==> src/rtl/bfa_pkg.sv <==
`default_nettype none
// ----------------------------------------------------------------------------
// bfa_pkg
// Shared types and constants for the blob frame association block.
// ----------------------------------------------------------------------------
package bfa_pkg;

  localparam int MAX_BLOBS_DEF  = 64;
  localparam int COORD_BITS_DEF = 12;
  localparam int ID_BITS_DEF    = 16;

  localparam int SIZE_W   = 10;
  localparam int OUT_ID_W = 16;
  localparam int RADIUS_W = 25;
  localparam logic [RADIUS_W-1:0] RADIUS_RST = RADIUS_W'(60 * 60);

  // command kinds passed from the front end to the back end
  localparam int CMD_W = 2;
  typedef enum logic [CMD_W-1:0] {
    CMD_POINT     = 2'd0,  // keypoint, frame continues
    CMD_POINT_END = 2'd1,  // keypoint, last of frame
    CMD_CLOSE     = 2'd2   // empty item that closes the frame
  } cmd_e;

  typedef enum logic [1:0] {
    ST_IDLE   = 2'd0,
    ST_SCAN   = 2'd1,
    ST_FINISH = 2'd2
  } bfa_state_e;

endpackage
`default_nettype wire

==> src/rtl/bfa_queue.sv <==
`default_nettype none
// ----------------------------------------------------------------------------
// bfa_queue
// Two-entry command queue between the front end and the back end.
// ----------------------------------------------------------------------------
module bfa_queue #(
  parameter int Q_W = 2
) (
  input  wire logic           clk_i,
  input  wire logic           rst_ni,
  input  wire logic           push_i,
  input  wire logic [Q_W-1:0] data_i,
  output logic                full_o,
  input  wire logic           pop_i,
  output logic                valid_o,
  output logic [Q_W-1:0]      data_o
);
  import bfa_pkg::*;

  logic [Q_W-1:0] slot_q [2];
  logic           wr_ptr_q, rd_ptr_q;
  logic [1:0]     cnt_q;

  assign full_o  = (cnt_q == 2'd2);
  assign valid_o = (cnt_q != 2'd0);
  assign data_o  = slot_q[rd_ptr_q];

  always_ff @(posedge clk_i) begin
    if (push_i) begin
      slot_q[wr_ptr_q] <= data_i;
    end
  end

  always_ff @(posedge clk_i or negedge rst_ni) begin
    if (!rst_ni) begin
      wr_ptr_q <= 1'b0;
      rd_ptr_q <= 1'b0;
      cnt_q    <= 2'd0;
    end else begin
      if (push_i) wr_ptr_q <= ~wr_ptr_q;
      if (pop_i)  rd_ptr_q <= ~rd_ptr_q;
      cnt_q <= cnt_q + 2'(push_i) - 2'(pop_i);
    end
  end

  assert property (@(posedge clk_i) disable iff (!rst_ni)
    pop_i |-> valid_o)
    else $error("pop from an empty queue");

  assert property (@(posedge clk_i) disable iff (!rst_ni)
    cnt_q != 2'd3)
    else $error("queue count overflow");

  assert property (@(posedge clk_i) disable iff (!rst_ni)
    (cnt_q == 2'd2 || cnt_q == 2'd0) |-> (wr_ptr_q == rd_ptr_q))
    else $error("queue pointers out of step with count");

endmodule
`default_nettype wire

==> config.mk <==
export PLATFORM = sky130hd
export DESIGN_NAME = bfa_queue
export DESIGN_NICKNAME = d
export VERILOG_FILES = /design/src/rtl/bfa_pkg.sv /design/src/rtl/bfa_queue.sv
export SDC_FILE = /design/constraint.sdc
export NUM_CORES = 1
export LEC_CHECK = 0
export BUFFER_PORTS_ARGS = -buffer_cell sky130_fd_sc_hd__buf_2
export CAP_MARGIN = 20
export CORE_AREA = 8 8 45 47
export DETAILED_ROUTE_END_ITERATION = 8
export DIE_AREA = 0 0 53 55
export MAX_ROUTING_LAYER = met4
export PLACE_DENSITY = 0.45
export SYNTH_ARGS = -nofsm -noshare
export SYNTH_HDL_FRONTEND = slang
export SYNTH_SLANG_ARGS = --single-unit
==> constraint.sdc <==
create_clock -name clk_i -period 1.3 [get_ports clk_i]
set_input_delay 0.13 -clock clk_i [delete_from_list [all_inputs] [get_ports clk_i]]
set_output_delay 0.13 -clock clk_i [all_outputs]
set_load 0.01 [all_outputs]
==> impl_metrics.xml, run 1 <==
<?xml version="1.0" encoding="UTF-8"?>
<metrics>
  <group name="global_routing">
    <metric name="grt_pass1_wl" unit="um">979</metric>
    <metric name="initial_antenna_violation_count" unit="">0</metric>
    <metric name="globalRouteOverflowTotal" unit="">0</metric>
    <metric name="largest_net_degree_at_the_start_of_global_routing" unit="">6</metric>
    <metric name="global_route.usage.total" unit="%">5.45</metric>
    <metric name="grt_pass1_vias" unit="">245</metric>
  </group>
  <group name="cts">
    <metric name="cts_made_buffers" unit="">3</metric>
    <metric name="clock_insertion_delay_worst_skew" unit="ns">0.25</metric>
    <metric name="htree_num_levels" unit="">1</metric>
    <metric name="tritoncts" unit="">yes</metric>
    <metric name="cts-root-buf" unit="">clkbuf_4</metric>
    <metric name="clock_sink_count" unit="">8</metric>
    <metric name="cts.path.max_buffers" unit="">2</metric>
    <metric name="cts.reportedPaths.clkPinSlew" unit="ns">0.06</metric>
  </group>
  <group name="job">
    <metric name="cap_violations" unit="">0</metric>
  </group>
  <group name="floorplan">
    <metric name="number_of_core_rows" unit="">14</metric>
    <metric name="initial_core_util" unit="%">24.7</metric>
    <metric name="chipHeight" unit="um">55</metric>
    <metric name="die-area" unit="mm2">0.00292</metric>
    <metric name="die-width" unit="um">53</metric>
    <metric name="core" unit="mm2">0.00138</metric>
    <metric name="num_io_pins" unit="">10</metric>
  </group>
  <group name="synthesis">
    <metric name="synth_top_cell_by_area" unit="">edfxtp_1</metric>
    <metric name="synth.net_count" unit="">29</metric>
    <metric name="ys_seq_elements" unit="">8</metric>
    <metric name="syn_area_per_cell" unit="um2">16.3</metric>
    <metric name="synth_warnings" unit="">0</metric>
    <metric name="seq_area_frac_synth" unit="%">64.5</metric>
    <metric name="yosys.area.top_type_share" unit="%">35.2</metric>
    <metric name="synth.lib_cells_used.distinct" unit="">10</metric>
    <metric name="ys_top_cells_by_area" unit="">edfxtp_1 35%, dfrtp_1 29%, ha_1 7.3%, xor3_1 7.0%, mux2_2 6.6%</metric>
    <metric name="syn-instance-count" unit="">21</metric>
    <metric name="syn_area" unit="um2">342</metric>
  </group>
  <group name="place">
    <metric name="place_worst_setup_slack" unit="ns">0.102</metric>
    <metric name="gp_congestion" unit="">0.585</metric>
    <metric name="place.port_buffers" unit="">9</metric>
  </group>
  <group name="power">
    <metric name="leakage" unit="nW">0.219</metric>
    <metric name="irDropWorstVdd" unit="uV">571</metric>
    <metric name="p_per_area" unit="mW/mm2">2130</metric>
  </group>
  <group name="critical_path">
    <metric name="slowest_delay" unit="ns">0.41</metric>
    <metric name="flop_to_flop_setup_slack" unit="ns">0.11</metric>
    <metric name="critical_setup_path_class" unit="">flip-flop to output pin</metric>
    <metric name="cp-start-kind" unit="">flip-flop</metric>
    <metric name="worstPathArrival" unit="ns">1.11</metric>
    <metric name="rr_endpoint" unit="">cnt_q[1]$_DFF_PN0_</metric>
    <metric name="reg2reg_from" unit="">cnt_q[0]$_DFF_PN0_</metric>
    <metric name="crit_slowest_cell" unit="">dfrtp_1</metric>
    <metric name="path_max_fanout" unit="">3</metric>
    <metric name="worst-r2r-cell-count" unit="">5</metric>
    <metric name="worst_ep_required_time" unit="ns">1.17</metric>
    <metric name="cp_cell_sequence" unit="">mux2_4 &gt; buf_2</metric>
    <metric name="setup.worst_path.end_class" unit="">output pin</metric>
  </group>
  <group name="sta">
    <metric name="hold_viol" unit="">0</metric>
    <metric name="final.setup.worst_slack" unit="ns">0.0636</metric>
    <metric name="slew-limit-headroom" unit="%">87.6</metric>
    <metric name="setup_viol" unit="">0</metric>
    <metric name="report.final.slew_viol_count" unit="">0</metric>
    <metric name="tightest_slew" unit="ns">0.186</metric>
    <metric name="layout_worst_path_cycle_share" unit="%">95.1</metric>
    <metric name="rsz0062_at_grt" unit="">false</metric>
    <metric name="fmax" unit="MHz">809</metric>
    <metric name="worst_clock_skew" unit="ns">0.00408</metric>
    <metric name="min_period" unit="ns">1.24</metric>
    <metric name="finalSetupTns" unit="ns">0</metric>
  </group>
  <group name="final_layout">
    <metric name="synthToLayoutAreaGrowth" unit="%">34.1</metric>
    <metric name="drive_gt1_share" unit="%">44.4</metric>
    <metric name="design.final.nets" unit="">45</metric>
    <metric name="antenna_cells_inserted" unit="">0</metric>
  </group>
  <group name="detailed_routing">
    <metric name="antenna_left" unit="">0</metric>
    <metric name="vias" unit="">199</metric>
    <metric name="finalWirelength" unit="um">564</metric>
    <metric name="route.detailed.vias_per_inst" unit="">3.83</metric>
    <metric name="detailedRoute.firstIterationViolations" unit="">2</metric>
    <metric name="routedWlPerCell" unit="um">10.8</metric>
    <metric name="drc" unit="">0</metric>
    <metric name="first_pass_iteration_count_of_the_detailed_router" unit="">3</metric>
  </group>
  <group name="outcome">
    <metric name="outcome" unit="">complete, no violations</metric>
  </group>
  <group name="min_path">
    <metric name="worstHoldEndpoint" unit="">slot_q[0][1]$_DFFE_PP_</metric>
    <metric name="hp-class" unit="">input pin to flip-flop</metric>
    <metric name="holdCritStartpoint" unit="">data_i[1]</metric>
    <metric name="timing.hold.worst_path_depth" unit="">1</metric>
  </group>
</metrics>
==> sequential cells by signal, summed over array words and instances, names as in the netlist <==
signal,cells
cnt_q,2
rd_ptr_q,1
slot_q,4
wr_ptr_q,1
==> through the flow <==
| stage | area (um2) | power (mW) | utilization [%] | instances | hold slack (ns) |
|---|---|---|---|---|---|
| 3_3_place_gp | 407 | 0.723 | 29.4 | 46 | -0.0577 |
| 5_1_grt | 458 | 1.07 | 33.1 | 52 | 0.0505 |
| 3_5_place_dp | 407 | 0.742 | 29.4 | 46 | -0.0564 |
| 6_report | 458 | 0.977 | 33.1 | 52 | 0.0645 |
| 2_1_floorplan | 342 | 0.634 | - | 21 | -0.166 |
| 4_1_cts | 443 | 0.959 | 32.0 | 51 | 0.0583 |
==> final cells by class <==
cell class	instances	area, um2
Clock buffer	4	26.3
Fill cell	147	926
Inverter	2	7.51
Multi-Input combinational cell	11	121
Sequential cell	8	220
Tap cell	16	20.0
Timing Repair Buffer	11	62.6
==> metal layers <==
layer	part of all wire, %	vias to the layer above	track usage [%]
met2	55	5	8.20
met4	0	0	6.47
met3	10	0	3.74
li1	-	100	-
met5	0	-	-
met1	34	94	3.89
==> cells in the final DEF (no fill, tap or decap), drive strengths merged <==
| master | n |
|---|---|
| clkbuf | 4 |
| edfxtp | 4 |
| inv | 2 |
| xor3 | 1 |
| mux2 | 2 |
| dfrtp | 4 |
| and2 | 1 |
| nor2b | 2 |
| or2 | 1 |
| xor2 | 2 |
| ha | 2 |
| dlygate4sd3 | 1 |
| buf | 10 |
==> logic make-up (layout without fill, tap and decap cells) <==
family / after synthesis / count (layout) / synth area share (%)
simple gates: 4 / 4 / 7.33
buf+inv: 2 / 17 / 2.20
mux: 2 / 2 / 6.59
fa+ha+maj: 2 / 2 / 7.32
flops: 8 / 8 / 64.5
xor+xnor: 3 / 3 / 12.1
==> where the power goes <==
part           internal, mW  leakage [nW]  switching, mW
clock network         0.118        0.0150         0.0885
logic                 0.219         0.120          0.127
registers             0.362        0.0842         0.0625
==> Yosys cell counts <==
cell type and count:
edfxtp_1 4, or2_2 1, xor3_1 1, ha_1 2, dfrtp_1 4, and2_1 1, inv_1 2, nor2b_1 2
mux2_2 2, xor2_1 2
==> worst max path at each step <==
| stage | slack [ns] | startpoint | cells past startpoint | end |
|---|---|---|---|---|
| 6_report | 0.06 | rd_ptr_q$_DFFE_PN0P_ | 2 | data_o[0] |
| 5_1_grt | 0.01 | rd_ptr_q$_DFFE_PN0P_ | 2 | data_o[0] |
| 4_1_cts | 0.01 | rd_ptr_q$_DFFE_PN0P_ | 2 | data_o[1] |
| 3_5_place_dp | 0.10 | cnt_q[0]$_DFF_PN0_ | 5 | cnt_q[1]$_DFF_PN0_ |
| 3_3_place_gp | 0.13 | cnt_q[0]$_DFF_PN0_ | 5 | cnt_q[1]$_DFF_PN0_ |
| 2_1_floorplan | 0.16 | cnt_q[0]$_DFF_PN0_ | 5 | cnt_q[1]$_DFF_PN0_ |
==> critical path, delay by kind of cell (launching register included) <==
| kind | cells | cell delay (ns) |
|---|---|---|
| flops | 1 | 0.41 |
| mux | 1 | 0.30 |
| buf+inv | 1 | 0.14 |
==> what timing repair did <==
item | CTS | global route
setup endpoints to repair | 0 | 2
hold endpoints to repair | 4 | 0
setup buffers | 0 | 1
gates resized for setup | 0 | 2
hold buffers | 1 | 0
Note: power is estimated with default switching activity, not from simulation.
==> run 2, diff against run 1 <==
- BUFFER_PORTS_ARGS: -buffer_cell sky130_fd_sc_hd__buf_2 -> -buffer_cell sky130_fd_sc_hd__clkbuf_2
==> impl_metrics.xml, run 2 (synthesized netlist as in run 1, its figures left out) <==
<?xml version="1.0" encoding="UTF-8"?>
<metrics>
  <group name="outcome">
    <metric name="outcome" unit="">complete, no violations</metric>
  </group>
  <group name="detailed_routing">
    <metric name="vias" unit="">201</metric>
    <metric name="routedWlPerCell" unit="um">11.2</metric>
    <metric name="detailedRoute.firstIterationViolations" unit="">0</metric>
    <metric name="finalWirelength" unit="um">571</metric>
    <metric name="drc" unit="">0</metric>
    <metric name="antenna_left" unit="">0</metric>
    <metric name="route.detailed.vias_per_inst" unit="">3.94</metric>
    <metric name="first_pass_iteration_count_of_the_detailed_router" unit="">1</metric>
  </group>
  <group name="power">
    <metric name="irDropWorstVdd" unit="uV">635</metric>
    <metric name="power_total" unit="uW">936</metric>
    <metric name="p_per_area" unit="mW/mm2">2100</metric>
    <metric name="leakage" unit="nW">0.212</metric>
    <metric name="total_switching_power" unit="uW">267</metric>
    <metric name="sw_frac_of_total" unit="%">28.5</metric>
    <metric name="p_int" unit="uW">669</metric>
    <metric name="p_seq_share" unit="%">45.0</metric>
    <metric name="power_share_of_the_combinational_group" unit="%">35.8</metric>
    <metric name="clock_power_share" unit="%">19.2</metric>
  </group>
  <group name="critical_path">
    <metric name="cp-start-kind" unit="">flip-flop</metric>
    <metric name="crit_path_buf_inv_count" unit="">1</metric>
    <metric name="setup.worst_path.end_class" unit="">output pin</metric>
    <metric name="crit_cells" unit="">2</metric>
    <metric name="cp_cell_sequence" unit="">mux2_2 &gt; clkbuf_2</metric>
    <metric name="worstPathArrival" unit="ns">1.10</metric>
    <metric name="worst_ep_required_time" unit="ns">1.17</metric>
    <metric name="path_max_fanout" unit="">3</metric>
    <metric name="worst-r2r-cell-count" unit="">5</metric>
    <metric name="flop_to_flop_setup_slack" unit="ns">0.09</metric>
    <metric name="slowest_delay" unit="ns">0.38</metric>
    <metric name="critical_setup_path_class" unit="">flip-flop to output pin</metric>
    <metric name="critical_path.top_delay_family" unit="">flip-flops</metric>
    <metric name="crit_slowest_cell" unit="">dfrtp_1</metric>
  </group>
  <group name="sta">
    <metric name="layout_worst_path_cycle_share" unit="%">94.8</metric>
    <metric name="tightest_slew" unit="ns">0.177</metric>
    <metric name="hold_slack" unit="ns">0.0802</metric>
    <metric name="worst_clock_skew" unit="ns">0.00149</metric>
    <metric name="fmax" unit="MHz">811</metric>
    <metric name="hold_viol" unit="">0</metric>
    <metric name="finalSetupTns" unit="ns">0</metric>
    <metric name="rsz0062_at_grt" unit="">false</metric>
    <metric name="min_period" unit="ns">1.23</metric>
    <metric name="final.setup.worst_slack" unit="ns">0.0675</metric>
    <metric name="slew-limit-headroom" unit="%">88.2</metric>
    <metric name="setup_viol" unit="">0</metric>
    <metric name="report.final.slew_viol_count" unit="">0</metric>
  </group>
  <group name="cts">
    <metric name="clock_insertion_delay_worst_skew" unit="ns">0.24</metric>
    <metric name="htree_num_levels" unit="">1</metric>
    <metric name="cts-root-buf" unit="">clkbuf_4</metric>
    <metric name="cts.reportedPaths.clkPinSlew" unit="ns">0.05</metric>
    <metric name="tritoncts" unit="">yes</metric>
    <metric name="clock_sink_count" unit="">8</metric>
    <metric name="cts_resized" unit="">0</metric>
    <metric name="cts_made_buffers" unit="">3</metric>
    <metric name="cts.path.max_buffers" unit="">2</metric>
  </group>
  <group name="floorplan">
    <metric name="chipHeight" unit="um">55</metric>
    <metric name="number_of_core_rows" unit="">14</metric>
    <metric name="core" unit="mm2">0.00138</metric>
    <metric name="num_io_pins" unit="">10</metric>
    <metric name="die-width" unit="um">53</metric>
    <metric name="initial_core_util" unit="%">24.7</metric>
    <metric name="die-area" unit="mm2">0.00292</metric>
  </group>
  <group name="global_routing">
    <metric name="grt_pass1_wl" unit="um">897</metric>
    <metric name="global_route.usage.total" unit="%">4.83</metric>
    <metric name="grt_pass1_vias" unit="">235</metric>
    <metric name="globalRouteOverflowTotal" unit="">0</metric>
    <metric name="initial_antenna_violation_count" unit="">0</metric>
    <metric name="largest_net_degree_at_the_start_of_global_routing" unit="">5</metric>
  </group>
  <group name="final_layout">
    <metric name="multiInputGateArea" unit="um2">114</metric>
    <metric name="registers_with_the_most_flip_flops" unit="">slot_q: 4 flops, cnt_q: 2 flops</metric>
    <metric name="largest_register" unit="">slot_q</metric>
    <metric name="layout.cells.most_common" unit="">clkbuf_2</metric>
    <metric name="design.final.nets" unit="">45</metric>
    <metric name="largest_register_ff_count" unit="">4</metric>
    <metric name="final_design_area_no_fill" unit="um2">447</metric>
    <metric name="synthToLayoutAreaGrowth" unit="%">30.8</metric>
    <metric name="filler_cell_count" unit="">136</metric>
    <metric name="regArea" unit="um2">220</metric>
    <metric name="drive_gt1_share" unit="%">45.7</metric>
    <metric name="final_cells" unit="">51</metric>
    <metric name="postLayoutCoreUtil" unit="%">32.3</metric>
    <metric name="layout_common_cells" unit="">9 x clkbuf_2, 4 x dfrtp_1, 4 x edfxtp_1, 3 x clkbuf_4</metric>
    <metric name="antenna_cells_inserted" unit="">0</metric>
  </group>
  <group name="min_path">
    <metric name="timing.hold.worst_path_depth" unit="">1</metric>
    <metric name="hp-class" unit="">input pin to flip-flop</metric>
  </group>
  <group name="place">
    <metric name="place_worst_setup_slack" unit="ns">0.0709</metric>
    <metric name="dpl.cell_count" unit="">46</metric>
    <metric name="detailed_place.area" unit="um2">407</metric>
    <metric name="gp_congestion" unit="">0.581</metric>
    <metric name="place.port_buffers" unit="">9</metric>
  </group>
  <group name="job">
    <metric name="cap_violations" unit="">0</metric>
  </group>
</metrics>
-- run 2: area by class of cell --
class / count / share of cell area, %
Tap cell: 16 / 4.48
Multi-Input combinational cell: 11 / 25.5
Sequential cell: 8 / 49.3
Inverter: 2 / 1.68
Timing Repair Buffer: 11 / 14.0
Clock buffer: 3 / 5.04
-- run 2: worst paths after layout --
check / to / start
worst max-delay path: data_o[1] / rd_ptr_q$_DFFE_PN0P_
worst min-delay path: slot_q[1][0]$_DFFE_PP_ / data_i[0]
worst max register to register: cnt_q[1]$_DFF_PN0_ / cnt_q[0]$_DFF_PN0_
worst min register to register: wr_ptr_q$_DFFE_PN0P_ / wr_ptr_q$_DFFE_PN0P_
max in group asynchronous: rd_ptr_q$_DFFE_PN0P_ / rst_ni
min in group asynchronous: wr_ptr_q$_DFFE_PN0P_ / rst_ni
-- run 2: routing by layer --
| layer | share of wire [%] | routed length, um | vias up | global-route usage, % |
|---|---|---|---|---|
| met1 | 38 | 217 | 93 | 3.12 |
| li1 | - | - | 101 | - |
| met5 | 0 | 0 | - | - |
| met4 | 1.1 | 6 | 0 | 3.88 |
| met2 | 50 | 288 | 5 | 8.01 |
| met3 | 10 | 58 | 2 | 4.01 |
-- run 2: power by group through the flow --
stage	Sequential [mW]	Clock, mW	Combinational (mW)
CTS	0.428	0.187	0.322
global placement	0.422	0	0.300
floorplan	0.413	0	0.221
detailed placement	0.433	0	0.319
finish	0.422	0.180	0.335
global route	0.436	0.204	0.373
-- run 2: worst reg2reg max path, stage by stage (launching register included) --
cell,delay (ns)
dfrtp_1,0.35
inv_1,0.05
ha_1,0.26
inv_1,0.05
ha_1,0.14
xor3_1,0.23
-- run 2: repair_timing --
item / in CTS / in global routing
endpoints found under the setup margin: 0 / 1
hold endpoints to repair: 4 / 0
hold buffers: 1 / 0
buffers inserted: 0 / 1
